<file path="src/hdl/dcdow_pkg.sv">
// Shared types, constants and lookup functions for the date check and weekday unit.
package dcdow_pkg;

  typedef struct packed {
    logic [3:0]  month_in;
    logic [4:0]  day_in;
    logic [13:0] year_in;
  } dcdow_in_t;

  typedef struct packed {
    logic       date_valid;
    logic [2:0] weekday;
  } dcdow_out_t;

  localparam logic [13:0] CutoverYear  = 14'd1752;
  localparam logic [3:0]  CutoverMonth = 4'd9;
  localparam logic [4:0]  CutoverDay   = 5'd14;

  localparam logic [3:0] MonthJan = 4'd1;
  localparam logic [3:0] MonthFeb = 4'd2;
  localparam logic [3:0] MonthMar = 4'd3;
  localparam logic [3:0] MonthApr = 4'd4;
  localparam logic [3:0] MonthMay = 4'd5;
  localparam logic [3:0] MonthJun = 4'd6;
  localparam logic [3:0] MonthJul = 4'd7;
  localparam logic [3:0] MonthAug = 4'd8;
  localparam logic [3:0] MonthSep = 4'd9;
  localparam logic [3:0] MonthOct = 4'd10;
  localparam logic [3:0] MonthNov = 4'd11;
  localparam logic [3:0] MonthDec = 4'd12;

  // floor(y / 100) = (y * CentRecip) >> CentShift for 14-bit y
  localparam logic [12:0] CentRecip = 13'd5243;
  localparam int unsigned CentShift = 19;

  // floor(13 * (m + 1) / 5), January and February taken as months 13 and 14
  function automatic logic [5:0] month_term(input logic [3:0] month);
    logic [5:0] t;
    unique case (month)
      MonthJan: t = 6'd36;
      MonthFeb: t = 6'd39;
      MonthMar: t = 6'd10;
      MonthApr: t = 6'd13;
      MonthMay: t = 6'd15;
      MonthJun: t = 6'd18;
      MonthJul: t = 6'd20;
      MonthAug: t = 6'd23;
      MonthSep: t = 6'd26;
      MonthOct: t = 6'd28;
      MonthNov: t = 6'd31;
      MonthDec: t = 6'd33;
      default:  t = 6'd0;
    endcase
    return t;
  endfunction

  function automatic logic [4:0] month_days(input logic [3:0] month, input logic leap);
    logic [4:0] n;
    unique case (month)
      MonthFeb: n = leap ? 5'd29 : 5'd28;
      MonthApr, MonthJun, MonthSep, MonthNov: n = 5'd30;
      default: n = 5'd31;
    endcase
    return n;
  endfunction

endpackage

</file>
<file path="src/hdl/dcdow_core.sv">
// Combinational date check and Zeller weekday for one date.
module dcdow_core (
  input  dcdow_pkg::dcdow_in_t  date_i,
  output dcdow_pkg::dcdow_out_t res_o
);

  logic [3:0]  month;
  logic [4:0]  day;
  logic [13:0] year;
  logic [26:0] cent_prod;
  logic [7:0]  cent;
  logic [13:0] hund;
  logic [6:0]  yoc;
  logic        leap;
  logic        early_month;
  logic [6:0]  yoc_a;
  logic [7:0]  cent_a;
  logic [10:0] sum;
  logic [4:0]  fold1;
  logic [3:0]  fold2;
  logic [2:0]  wday;
  logic        month_ok;
  logic        day_ok;
  logic        cutover_ok;

  assign month = date_i.month_in;
  assign day   = date_i.day_in;
  assign year  = date_i.year_in;

  // split the year into century and year of century
  assign cent_prod = 27'(year) * 27'(dcdow_pkg::CentRecip);
  assign cent      = cent_prod[26:dcdow_pkg::CentShift];
  assign hund      = {cent, 6'b0} + {1'b0, cent, 5'b0} + {4'b0, cent, 2'b0};
  assign yoc       = 7'(year - hund);

  assign leap = (year[1:0] == 2'b00) && ((yoc != 7'd0) || (cent[1:0] == 2'b00));

  // January and February belong to the previous year
  assign early_month = (month < dcdow_pkg::MonthMar);
  always_comb begin
    yoc_a  = yoc;
    cent_a = cent;
    if (early_month) begin
      if (yoc == 7'd0) begin
        yoc_a  = 7'd99;
        cent_a = cent - 8'd1;
      end else begin
        yoc_a = yoc - 7'd1;
      end
    end
  end

  assign sum = 11'(day) + 11'(dcdow_pkg::month_term(month)) + 11'(yoc_a)
             + 11'(yoc_a[6:2]) + 11'(cent_a[7:2]) + 11'({cent_a, 2'b0}) + 11'(cent_a);

  // reduce mod 7 by summing octal digits
  assign fold1 = 5'(sum[2:0]) + 5'(sum[5:3]) + 5'(sum[8:6]) + 5'(sum[10:9]);
  assign fold2 = 4'(fold1[2:0]) + 4'(fold1[4:3]);
  assign wday  = (fold2 >= 4'd7) ? 3'(fold2 - 4'd7) : fold2[2:0];

  assign month_ok = (month >= dcdow_pkg::MonthJan) && (month <= dcdow_pkg::MonthDec);
  assign day_ok   = (day != 5'd0) && (day <= dcdow_pkg::month_days(month, leap));
  assign cutover_ok = (year > dcdow_pkg::CutoverYear) ||
                      ((year == dcdow_pkg::CutoverYear) &&
                       ((month > dcdow_pkg::CutoverMonth) ||
                        ((month == dcdow_pkg::CutoverMonth) &&
                         (day >= dcdow_pkg::CutoverDay))));

  assign res_o.date_valid = month_ok && day_ok && cutover_ok;
  assign res_o.weekday    = res_o.date_valid ? wday : 3'd0;

endmodule

</file>
<file path="src/hdl/date_check_day_of_week_unit.sv">
// Top level of the date check and weekday unit: input register, compute, result register.
// A date is held in the input register and its result in the result register, in that order;
// throughput: 1 date per cycle while the output is not stalled.
// The result register frees while the input register is refilled, so the unit stalls
// its input only when both stages hold data and the output is stalled.
// Reset clears both stage valid flags; payload registers are not reset.
module date_check_day_of_week_unit (
  input  logic                  clk_i,
  input  logic                  rst_ni,
  input  logic                  in_valid_i,
  output logic                  in_stall_o,
  input  dcdow_pkg::dcdow_in_t  in_data_i,
  output logic                  out_valid_o,
  input  logic                  out_stall_i,
  output dcdow_pkg::dcdow_out_t out_data_o
);

  logic                  s1_valid_q;
  dcdow_pkg::dcdow_in_t  s1_data_q;
  logic                  out_valid_q;
  dcdow_pkg::dcdow_out_t out_data_q;
  dcdow_pkg::dcdow_out_t res_d;
  logic                  s1_adv;
  logic                  s2_adv;

  assign s2_adv     = !out_valid_q || !out_stall_i;
  assign s1_adv     = !s1_valid_q || s2_adv;
  assign in_stall_o = !s1_adv;

  dcdow_core u_core (
    .date_i (s1_data_q),
    .res_o  (res_d)
  );

  always_ff @(posedge clk_i or negedge rst_ni) begin
    if (!rst_ni) begin
      s1_valid_q  <= 1'b0;
      out_valid_q <= 1'b0;
    end else begin
      if (s1_adv) begin
        s1_valid_q <= in_valid_i;
      end
      if (s2_adv) begin
        out_valid_q <= s1_valid_q;
      end
    end
  end

  always_ff @(posedge clk_i) begin
    if (s1_adv && in_valid_i) begin
      s1_data_q <= in_data_i;
    end
    if (s2_adv && s1_valid_q) begin
      out_data_q <= res_d;
    end
  end

  assign out_valid_o = out_valid_q;
  assign out_data_o  = out_data_q;

  a_invalid_zero: assert property (@(posedge clk_i) disable iff (!rst_ni)
    out_valid_o |-> (out_data_o.date_valid || (out_data_o.weekday == 3'd0)))
    else $error("invalid date with nonzero weekday");

  a_weekday_range: assert property (@(posedge clk_i) disable iff (!rst_ni)
    out_valid_o |-> (out_data_o.weekday != 3'd7))
    else $error("weekday out of range");

  a_capture: assert property (@(posedge clk_i) disable iff (!rst_ni)
    (in_valid_i && !in_stall_o) |=> s1_valid_q)
    else $error("input transfer not captured");

  a_stall_full: assert property (@(posedge clk_i) disable iff (!rst_ni)
    in_stall_o |-> (s1_valid_q && out_valid_o && out_stall_i))
    else $error("input stalled with room in the pipeline");

endmodule
</file>
<file path="config.mk">
export PLATFORM = sky130hd
export DESIGN_NAME = date_check_day_of_week_unit
export DESIGN_NICKNAME = d
export VERILOG_FILES = /design/src/hdl/dcdow_pkg.sv /design/src/hdl/dcdow_core.sv /design/src/hdl/date_check_day_of_week_unit.sv
export SDC_FILE = /design/constraint.sdc
export NUM_CORES = 1
export LEC_CHECK = 0
export BUFFER_PORTS_ARGS = -buffer_cell sky130_fd_sc_hd__buf_2
export CAP_MARGIN = 20
export CORE_MARGIN = 1
export CORE_UTILIZATION = 56
export CTS_CLUSTER_DIAMETER = 80
export DETAILED_ROUTE_END_ITERATION = 16
export PLACE_DENSITY = 0.82
export SYNTH_ARGS = -nofsm -noshare
export SYNTH_HDL_FRONTEND = slang
export SYNTH_SLANG_ARGS = --single-unit
</file>
<file path="constraint.sdc">
create_clock -name clk_i -period 15.04 [get_ports clk_i]
set_input_delay 3.008 -clock clk_i [delete_from_list [all_inputs] [get_ports clk_i]]
set_output_delay 3.008 -clock clk_i [all_outputs]
set_load 0.02 [all_outputs]
</file>
* Yosys cells after proc, flatten, opt, wreduce, memory -nomap -nowiden
Memories as Yosys holds them, arrays and structs flattened. A register that Yosys moved wholly into a read port is not among the register bits.
Index checks and enable logic that the tools add are counted.
** Cells by class
- Equality and inequality tests :: 6
- Div/mod/pow operators :: 0
- Multiply operators :: 1
- Shift operators :: 0
- Magnitude comparators :: 8
- Bitwise operators :: 0
- Add/subtract/negate cells :: 16
- Reduce and logical (&&, ||, !) cells :: 24
- Multiplexer cells :: 8
** Operator list (number)
- $mul 14x13->27 const B :: 1
- $mux 8 :: 2
- $add 7x7->7 :: 2
- $eq 14x11->1 const B :: 1
- $gt 14x11->1 const B :: 1
- $mux 7 :: 2
- $add 11x10->11 :: 1
- $add 11x5->11 :: 1
- $add 11x6->11 :: 1
- $add 11x7->11 :: 1
- $add 11x8->11 :: 1
- $pmux 5 s2 :: 1
- $logic_and 1x1->1 :: 9
- $eq 4x3->1 const B :: 2
- $eq 4x4->1 const B :: 2
- $sub 8x1->8 const B :: 1
- $add 5x6->7 :: 1
- $logic_not 7->1 :: 1
- $reduce_bool 7->1 :: 1
- $sub 7x1->7 const B :: 1
- $sub 7x7->7 :: 1
- $add 5x2->5 :: 1
- $add 5x3->5 :: 1
- $ge 5x4->1 const B :: 1
- 18 further kinds :: 26
** Storage, ports and cells
- ROM bits :: 96
- Word-level logic and storage cells :: 71
- Input port bits :: 27
- Output and inout bits :: 6
- Bits in registers :: 29
- Bits in latches :: 0
- Memories :: 1
- Memory bits (writable) :: 0
** Memories
- (name not given) :: words 16, width 6, read ports 1, clocked after memory_dff 1, write ports 0, line dcdow_pkg.sv:39 : unique case (month)

* Depth between registers and ports, before layout
- Depth in word-level cells :: 18
- Gate-level depth with buffers :: 59
- Mapped depth without buffers :: 59

* Hierarchy
From an unflattened synthesis, not the netlist that was laid out.
** Second synthesis, totals
- Cell total of the unflattened synthesis :: 725
- Area total of the unflattened synthesis :: 7179.4 um2
** Modules (own cells, without submodules)
- dcdow_core :: instances 1, area an instance 6276.0 um2, sequential area each 0.0 um2, cells each 690
- date_check_day_of_week_unit :: instances 1, area an instance 903.4 um2, sequential area each 860.8 um2, cells each 35

* Worst setup path after synthesis
OpenSTA, ideal clock, no wires.
- Kind :: reg-to-reg
- Start :: reg s1_data_q[11] in the netlist's numbering
- End :: reg out_data_q (netlist bit out_data_o[1]), data pin
- Library setup time :: 0.267 ns
- Setup slack :: 1.997 ns
- Period minus slack after synthesis :: 13.043 ns
- Data arrival time :: 12.775 ns
- Cell stages (with the launch flop) :: 55
- Path buffers :: 0
- Data required time :: 14.773 ns
- Cells stage by stage :: edfxtp_1 -> fa_1 -> ha_1 -> inv_1 -> fa_1 -> inv_1 -> fa_1 -> inv_1 -> fa_1 -> inv_1 -> ha_1 -> and4_1 -> and2_1 -> a221oi_1 -> o21ai_0 -> xor2_1 -> ha_1 -> inv_1 -> (+19 left out) -> ha_1 -> inv_1 -> fa_1 -> inv_1 -> fa_1 -> ha_1 -> fa_1 -> xor2_1 -> ha_1 -> inv_1 -> fa_1 -> inv_1 -> ha_1 -> nand2_1 -> nand2_1 -> a22o_1 -> a21oi_1 -> nor2_1
** Between the ends
- Word-level cells in the longest chain between the ends :: 18
- Elaborated cells on any way between the ends :: 37
- Those cells by class :: add/sub (15); mul (1); order compare (3); eq/ne (1); mux (7); reduce/logical (10)
** RTL lines
- start, declared :: line date_check_day_of_week_unit.sv:19 : dcdow_pkg::dcdow_in_t s1_data_q;
- start signal, assigned :: line date_check_day_of_week_unit.sv:51 : s1_data_q <= in_data_i;
- $mul 14x13->27 :: line dcdow_core.sv:31 : assign cent_prod = 27'(year) * 27'(dcdow_pkg::CentRecip);
- $add 7x7->7 (2 in series) :: line dcdow_core.sv:33 : assign hund = {cent, 6'b0} + {1'b0, cent, 5'b0} + {4'b0, cent, 2'b0};
- $sub 7x7->7 :: line dcdow_core.sv:34 : assign yoc = 7'(year - hund);
- $sub 7x1->7 or $logic_not 7->1 (tied branches) :: line dcdow_core.sv:48, dcdow_core.sv:44
- $mux 7 :: line dcdow_core.sv:44 : if (yoc == 7'd0) begin
- $mux 7 :: line dcdow_core.sv:43 : if (early_month) begin
- $add 11x7->11 :: line dcdow_core.sv:53 : assign sum = 11'(day) + 11'(dcdow_pkg::month_term(month)) + 11'(yoc_a)
- $add 11x5->11 :: line dcdow_core.sv:54 : + 11'(yoc_a[6:2]) + 11'(cent_a[7:2]) + 11'({cent_a, 2'b0}) + 11'(cent_a);
- $add 11x6->11 :: line dcdow_core.sv:54
- $add 11x10->11 :: line dcdow_core.sv:54
- $add 11x8->11 :: line dcdow_core.sv:54
- $add 3x3->4 :: line dcdow_core.sv:57 : assign fold1 = 5'(sum[2:0]) + 5'(sum[5:3]) + 5'(sum[8:6]) + 5'(sum[10:9]);
- $add 5x3->5 :: line dcdow_core.sv:57
- $add 5x2->5 :: line dcdow_core.sv:57
- $add 3x2->4 :: line dcdow_core.sv:58 : assign fold2 = 4'(fold1[2:0]) + 4'(fold1[4:3]);
- $ge 4x3->1 or $sub 3x3->3 (tied branches) :: line dcdow_core.sv:59 : assign wday = (fold2 >= 4'd7) ? 3'(fold2 - 4'd7) : fold2[2:0];
- $mux 3 :: line dcdow_core.sv:59
- end signal, assigned :: line date_check_day_of_week_unit.sv:54 : out_data_q <= res_d;
- end, declared :: line date_check_day_of_week_unit.sv:21 : dcdow_pkg::dcdow_out_t out_data_q;
Parallel ways exist; a longest one is shown, timed or not.
A chain may end at the register's enable or synchronous reset.

* Worst setup path in the final report
- Start :: reg s1_data_q[9] in the netlist's numbering
- End :: reg out_data_q (netlist bit out_data_o[0]), data pin
Same word-level chain as after synthesis.

==> metrics.yaml <==
floorplanning:
  dieHeight_um: 114
  core_um2: 12100
  die_x_um: 114
  start_util_pct: 58.0
  dieArea_um2: 13000
  rows: 40
  ios: 33
final_layout:
  diodes: 0
  n_fill_cell: 996
  final_cell_mix: "inv_1 (176), ha_1 (155), fa_1 (90)"
  drive_gt1_share_pct: 7.71
  nNetsFinal: 1023
  synthToLayoutAreaGrowth_pct: 7.50
  final_common_cell: "inv_1"
hold_path:
  whs_endpoint: "out_valid_o$_DFFE_PN0P_"
  hp-start: "s1_valid_q$_DFFE_PN0N_"
  worstHoldPathCells: 1
  hold_path.class: "register to register"
sta:
  report.final.slew_viol_count: 0
  slew_headroom_pct: 29.3
  hold-worst-slack_ps: 482
  max_freq_ghz: 0.0706
  rsz0062_at_grt: "false"
  finalCritPeriodShare_pct: 94.2
  skew_ps: 10.7
  fin_crit_ps: 14160
  hold_viol_final: 0
  fin_tns_setup_ps: 0
  setup_viol: 0
  worst_slew_pin_slew_ps: 1060
worst_setup_path:
  crit_slowest_cell: "edfxtp_1"
  cpMostUsedCell: "fa_1"
  path_buf_inv: 9
  critPathMaxFanout: 8
  r2r-start: "s1_data_q[9]$_DFFE_PP_"
  required_ps: 15080
  startpoint_type: "register"
  rrSetupSlack_ps: 880
  crit_family: "adder cells"
  worstRegToRegCells: 56
  worstSetupPathType: "register to register"
  slowest_delay_ps: 580
  reg2reg_to: "out_data_o[0]$_SDFFCE_PN0P_"
  arrival_ps: 14200
  critPathCaptureType: "register"
logic_synthesis:
  synth_warnings: 0
  syn-instance-count: 714
  synth_edf_count: 27
  syn_avg_cell_area_um2: 9.84
  yosysSeqAreaShare_pct: 14.0
  syn_area_um2: 7020
  synth_fp_nets: 986
  dominantRegCellSynth: "edfxtp_1"
  synth_cell_type_count: 56
  postSynth.asyncResetShare_pct: 5.71
  ys_seq_elements: 35
grt:
  grt_overflow: 0
  track_usage_pct: 23.9
  grt_pass1_vias: 5051
  grt_pass1_wl_um: 23600
  grt_max_degree: 24
  antenna_found_initial: 0
clock_tree:
  clock-sinks: 35
  cts_tree: "yes"
  root_buffer: "clkbuf_16"
  clk_path_buf_depth: 2
  cts_buffers: 5
  cts.clk_slew.worst_paths_ps: 70
  clk_latency_ps: 300
  cts_max_level: 2
routing:
  wl_per_cell_um: 15.1
  ant_nets: 0
  vias_per_cell: 5.27
  drt_iter0_markers: 235
  vias: 4852
  wirelength_um: 13900
  drcViolationCount: 0
  detail_route.first_pass.iterations: 5
flow_run:
  max_cap_viol_count: 0
placement:
  gp_congestion: 0.882
  io_buffers: 32
  post-dp-hpwl_um: 12100
outcome:
  status: "finished, final reports clean"
worst max-delay path by stage:
stage | startpoint | end | slack, ps | depth (start not counted)
2_1_floorplan | s1_data_q[11]$_DFFE_PP_ | out_data_o[1]$_SDFFCE_PN0P_ | 2000 | 54
3_3_place_gp | s1_data_q[11]$_DFFE_PP_ | out_data_o[1]$_SDFFCE_PN0P_ | 1290 | 54
3_5_place_dp | s1_data_q[11]$_DFFE_PP_ | out_data_o[1]$_SDFFCE_PN0P_ | 840 | 56
4_1_cts | s1_data_q[11]$_DFFE_PP_ | out_data_o[1]$_SDFFCE_PN0P_ | 750 | 56
5_1_grt | s1_data_q[9]$_DFFE_PP_ | out_data_o[0]$_SDFFCE_PN0P_ | 110 | 56
6_report | s1_data_q[9]$_DFFE_PP_ | out_data_o[0]$_SDFFCE_PN0P_ | 880 | 56
worst register-to-register path, delay by kind of cell, from the launching register on:
| family | cells | cell delay (ps) |
|---|---|---|
| AO/OA/AOI/OAI | 10 | 2090 |
| multiplexers | 1 | 220 |
| AND/OR/NAND/NOR | 11 | 1410 |
| buffers and inverters | 9 | 450 |
| adder cells (fa/ha/maj) | 18 | 7210 |
| XOR/XNOR | 7 | 1940 |
| flip-flops | 1 | 580 |
stage by stage:
step                      instances  instance area (um2)  util, %  setup slack, ps
final                           920                 7550     62.3              879
after global routing            920                 7550     62.3              108
after CTS                       918                 7530     62.1              746
after detailed placement        910                 7380     60.9              839
after global placement          910                 7380     60.9             1290
after floorplan                 714                 7020        -             2000
metal layers:
layer  part of all wire [%]  vias up  wire length (um)  global-route usage, %
li1                       -     2405                 -                      -
met1                     45     2316              6330                   31.8
met2                     48      115              6630                   39.8
met3                    5.4       16               745                   4.52
met4                    1.6        0               217                   7.01
met5                      0        -                 0                      0
cell type report:
cell class / instances / area, um2 / area share, %
multi-input combinational: 499 / 5370 / 71.2
sequential: 35 / 981 / 13.0
inverter: 176 / 661 / 8.75
tap: 168 / 210 / 2.78
timing repair buffer: 34 / 175 / 2.32
clock buffer: 5 / 125 / 1.66
clock inverter: 3 / 23.8 / 0.315
kinds of logic (layout without fill, tap and decap cells):
kind of cell	after synthesis	after routing	share of synthesized area, %
xor gates and xnor gates	38	38	5.06
adders and majority gates	245	245	53.3
muxes	7	7	1.03
DFF	35	35	14.0
AOI/OAI and AO/OA	107	107	9.71
and+or+nand+nor	102	102	7.34
buffers and inverters	180	218	9.62
Yosys cell counts, drive strengths merged, types with 2 or more instances:
library cell / number / area (um2)
or2: 3 / 18.8
nor2: 32 / 123
fa: 90 / 1800
o22ai: 3 / 18.8
o21bai: 2 / 15.0
dfrtp: 2 / 50.1
a31oi: 2 / 12.5
nand3: 10 / 50.1
a211oi: 3 / 27.5
o21ai: 26 / 130
and2: 2 / 12.5
mux2i: 5 / 50.1
clkbuf: 4 / 15.0
a21o: 15 / 114
o211ai: 6 / 45.0
mux2: 2 / 22.5
nand3b: 2 / 15.0
nor3: 6 / 46.3
a2111oi: 3 / 45.1
a21oi: 35 / 175
nand4: 5 / 31.3
ha: 155 / 1940
and4: 2 / 17.5
nand2: 22 / 82.6
edfxtp: 27 / 811
xnor2: 28 / 253
a21boi: 2 / 15.0
nor2b: 3 / 18.8
or3: 2 / 12.5
inv: 176 / 661
dfxtp: 6 / 120
nand2b: 7 / 43.8
xor2: 9 / 78.8
o21a: 3 / 22.5
and3: 2 / 13.8
repair_timing:
action,in CTS,in global routing
endpoints found under the hold margin,0,0
hold buffers,0,0
endpoints found under the setup margin,0,2
gates resized for setup,0,1
buffers inserted,0,2
Power is left out: the tool's default activity adds up to more than one toggle a clock period on the data nets, which glitch-free logic cannot reach.
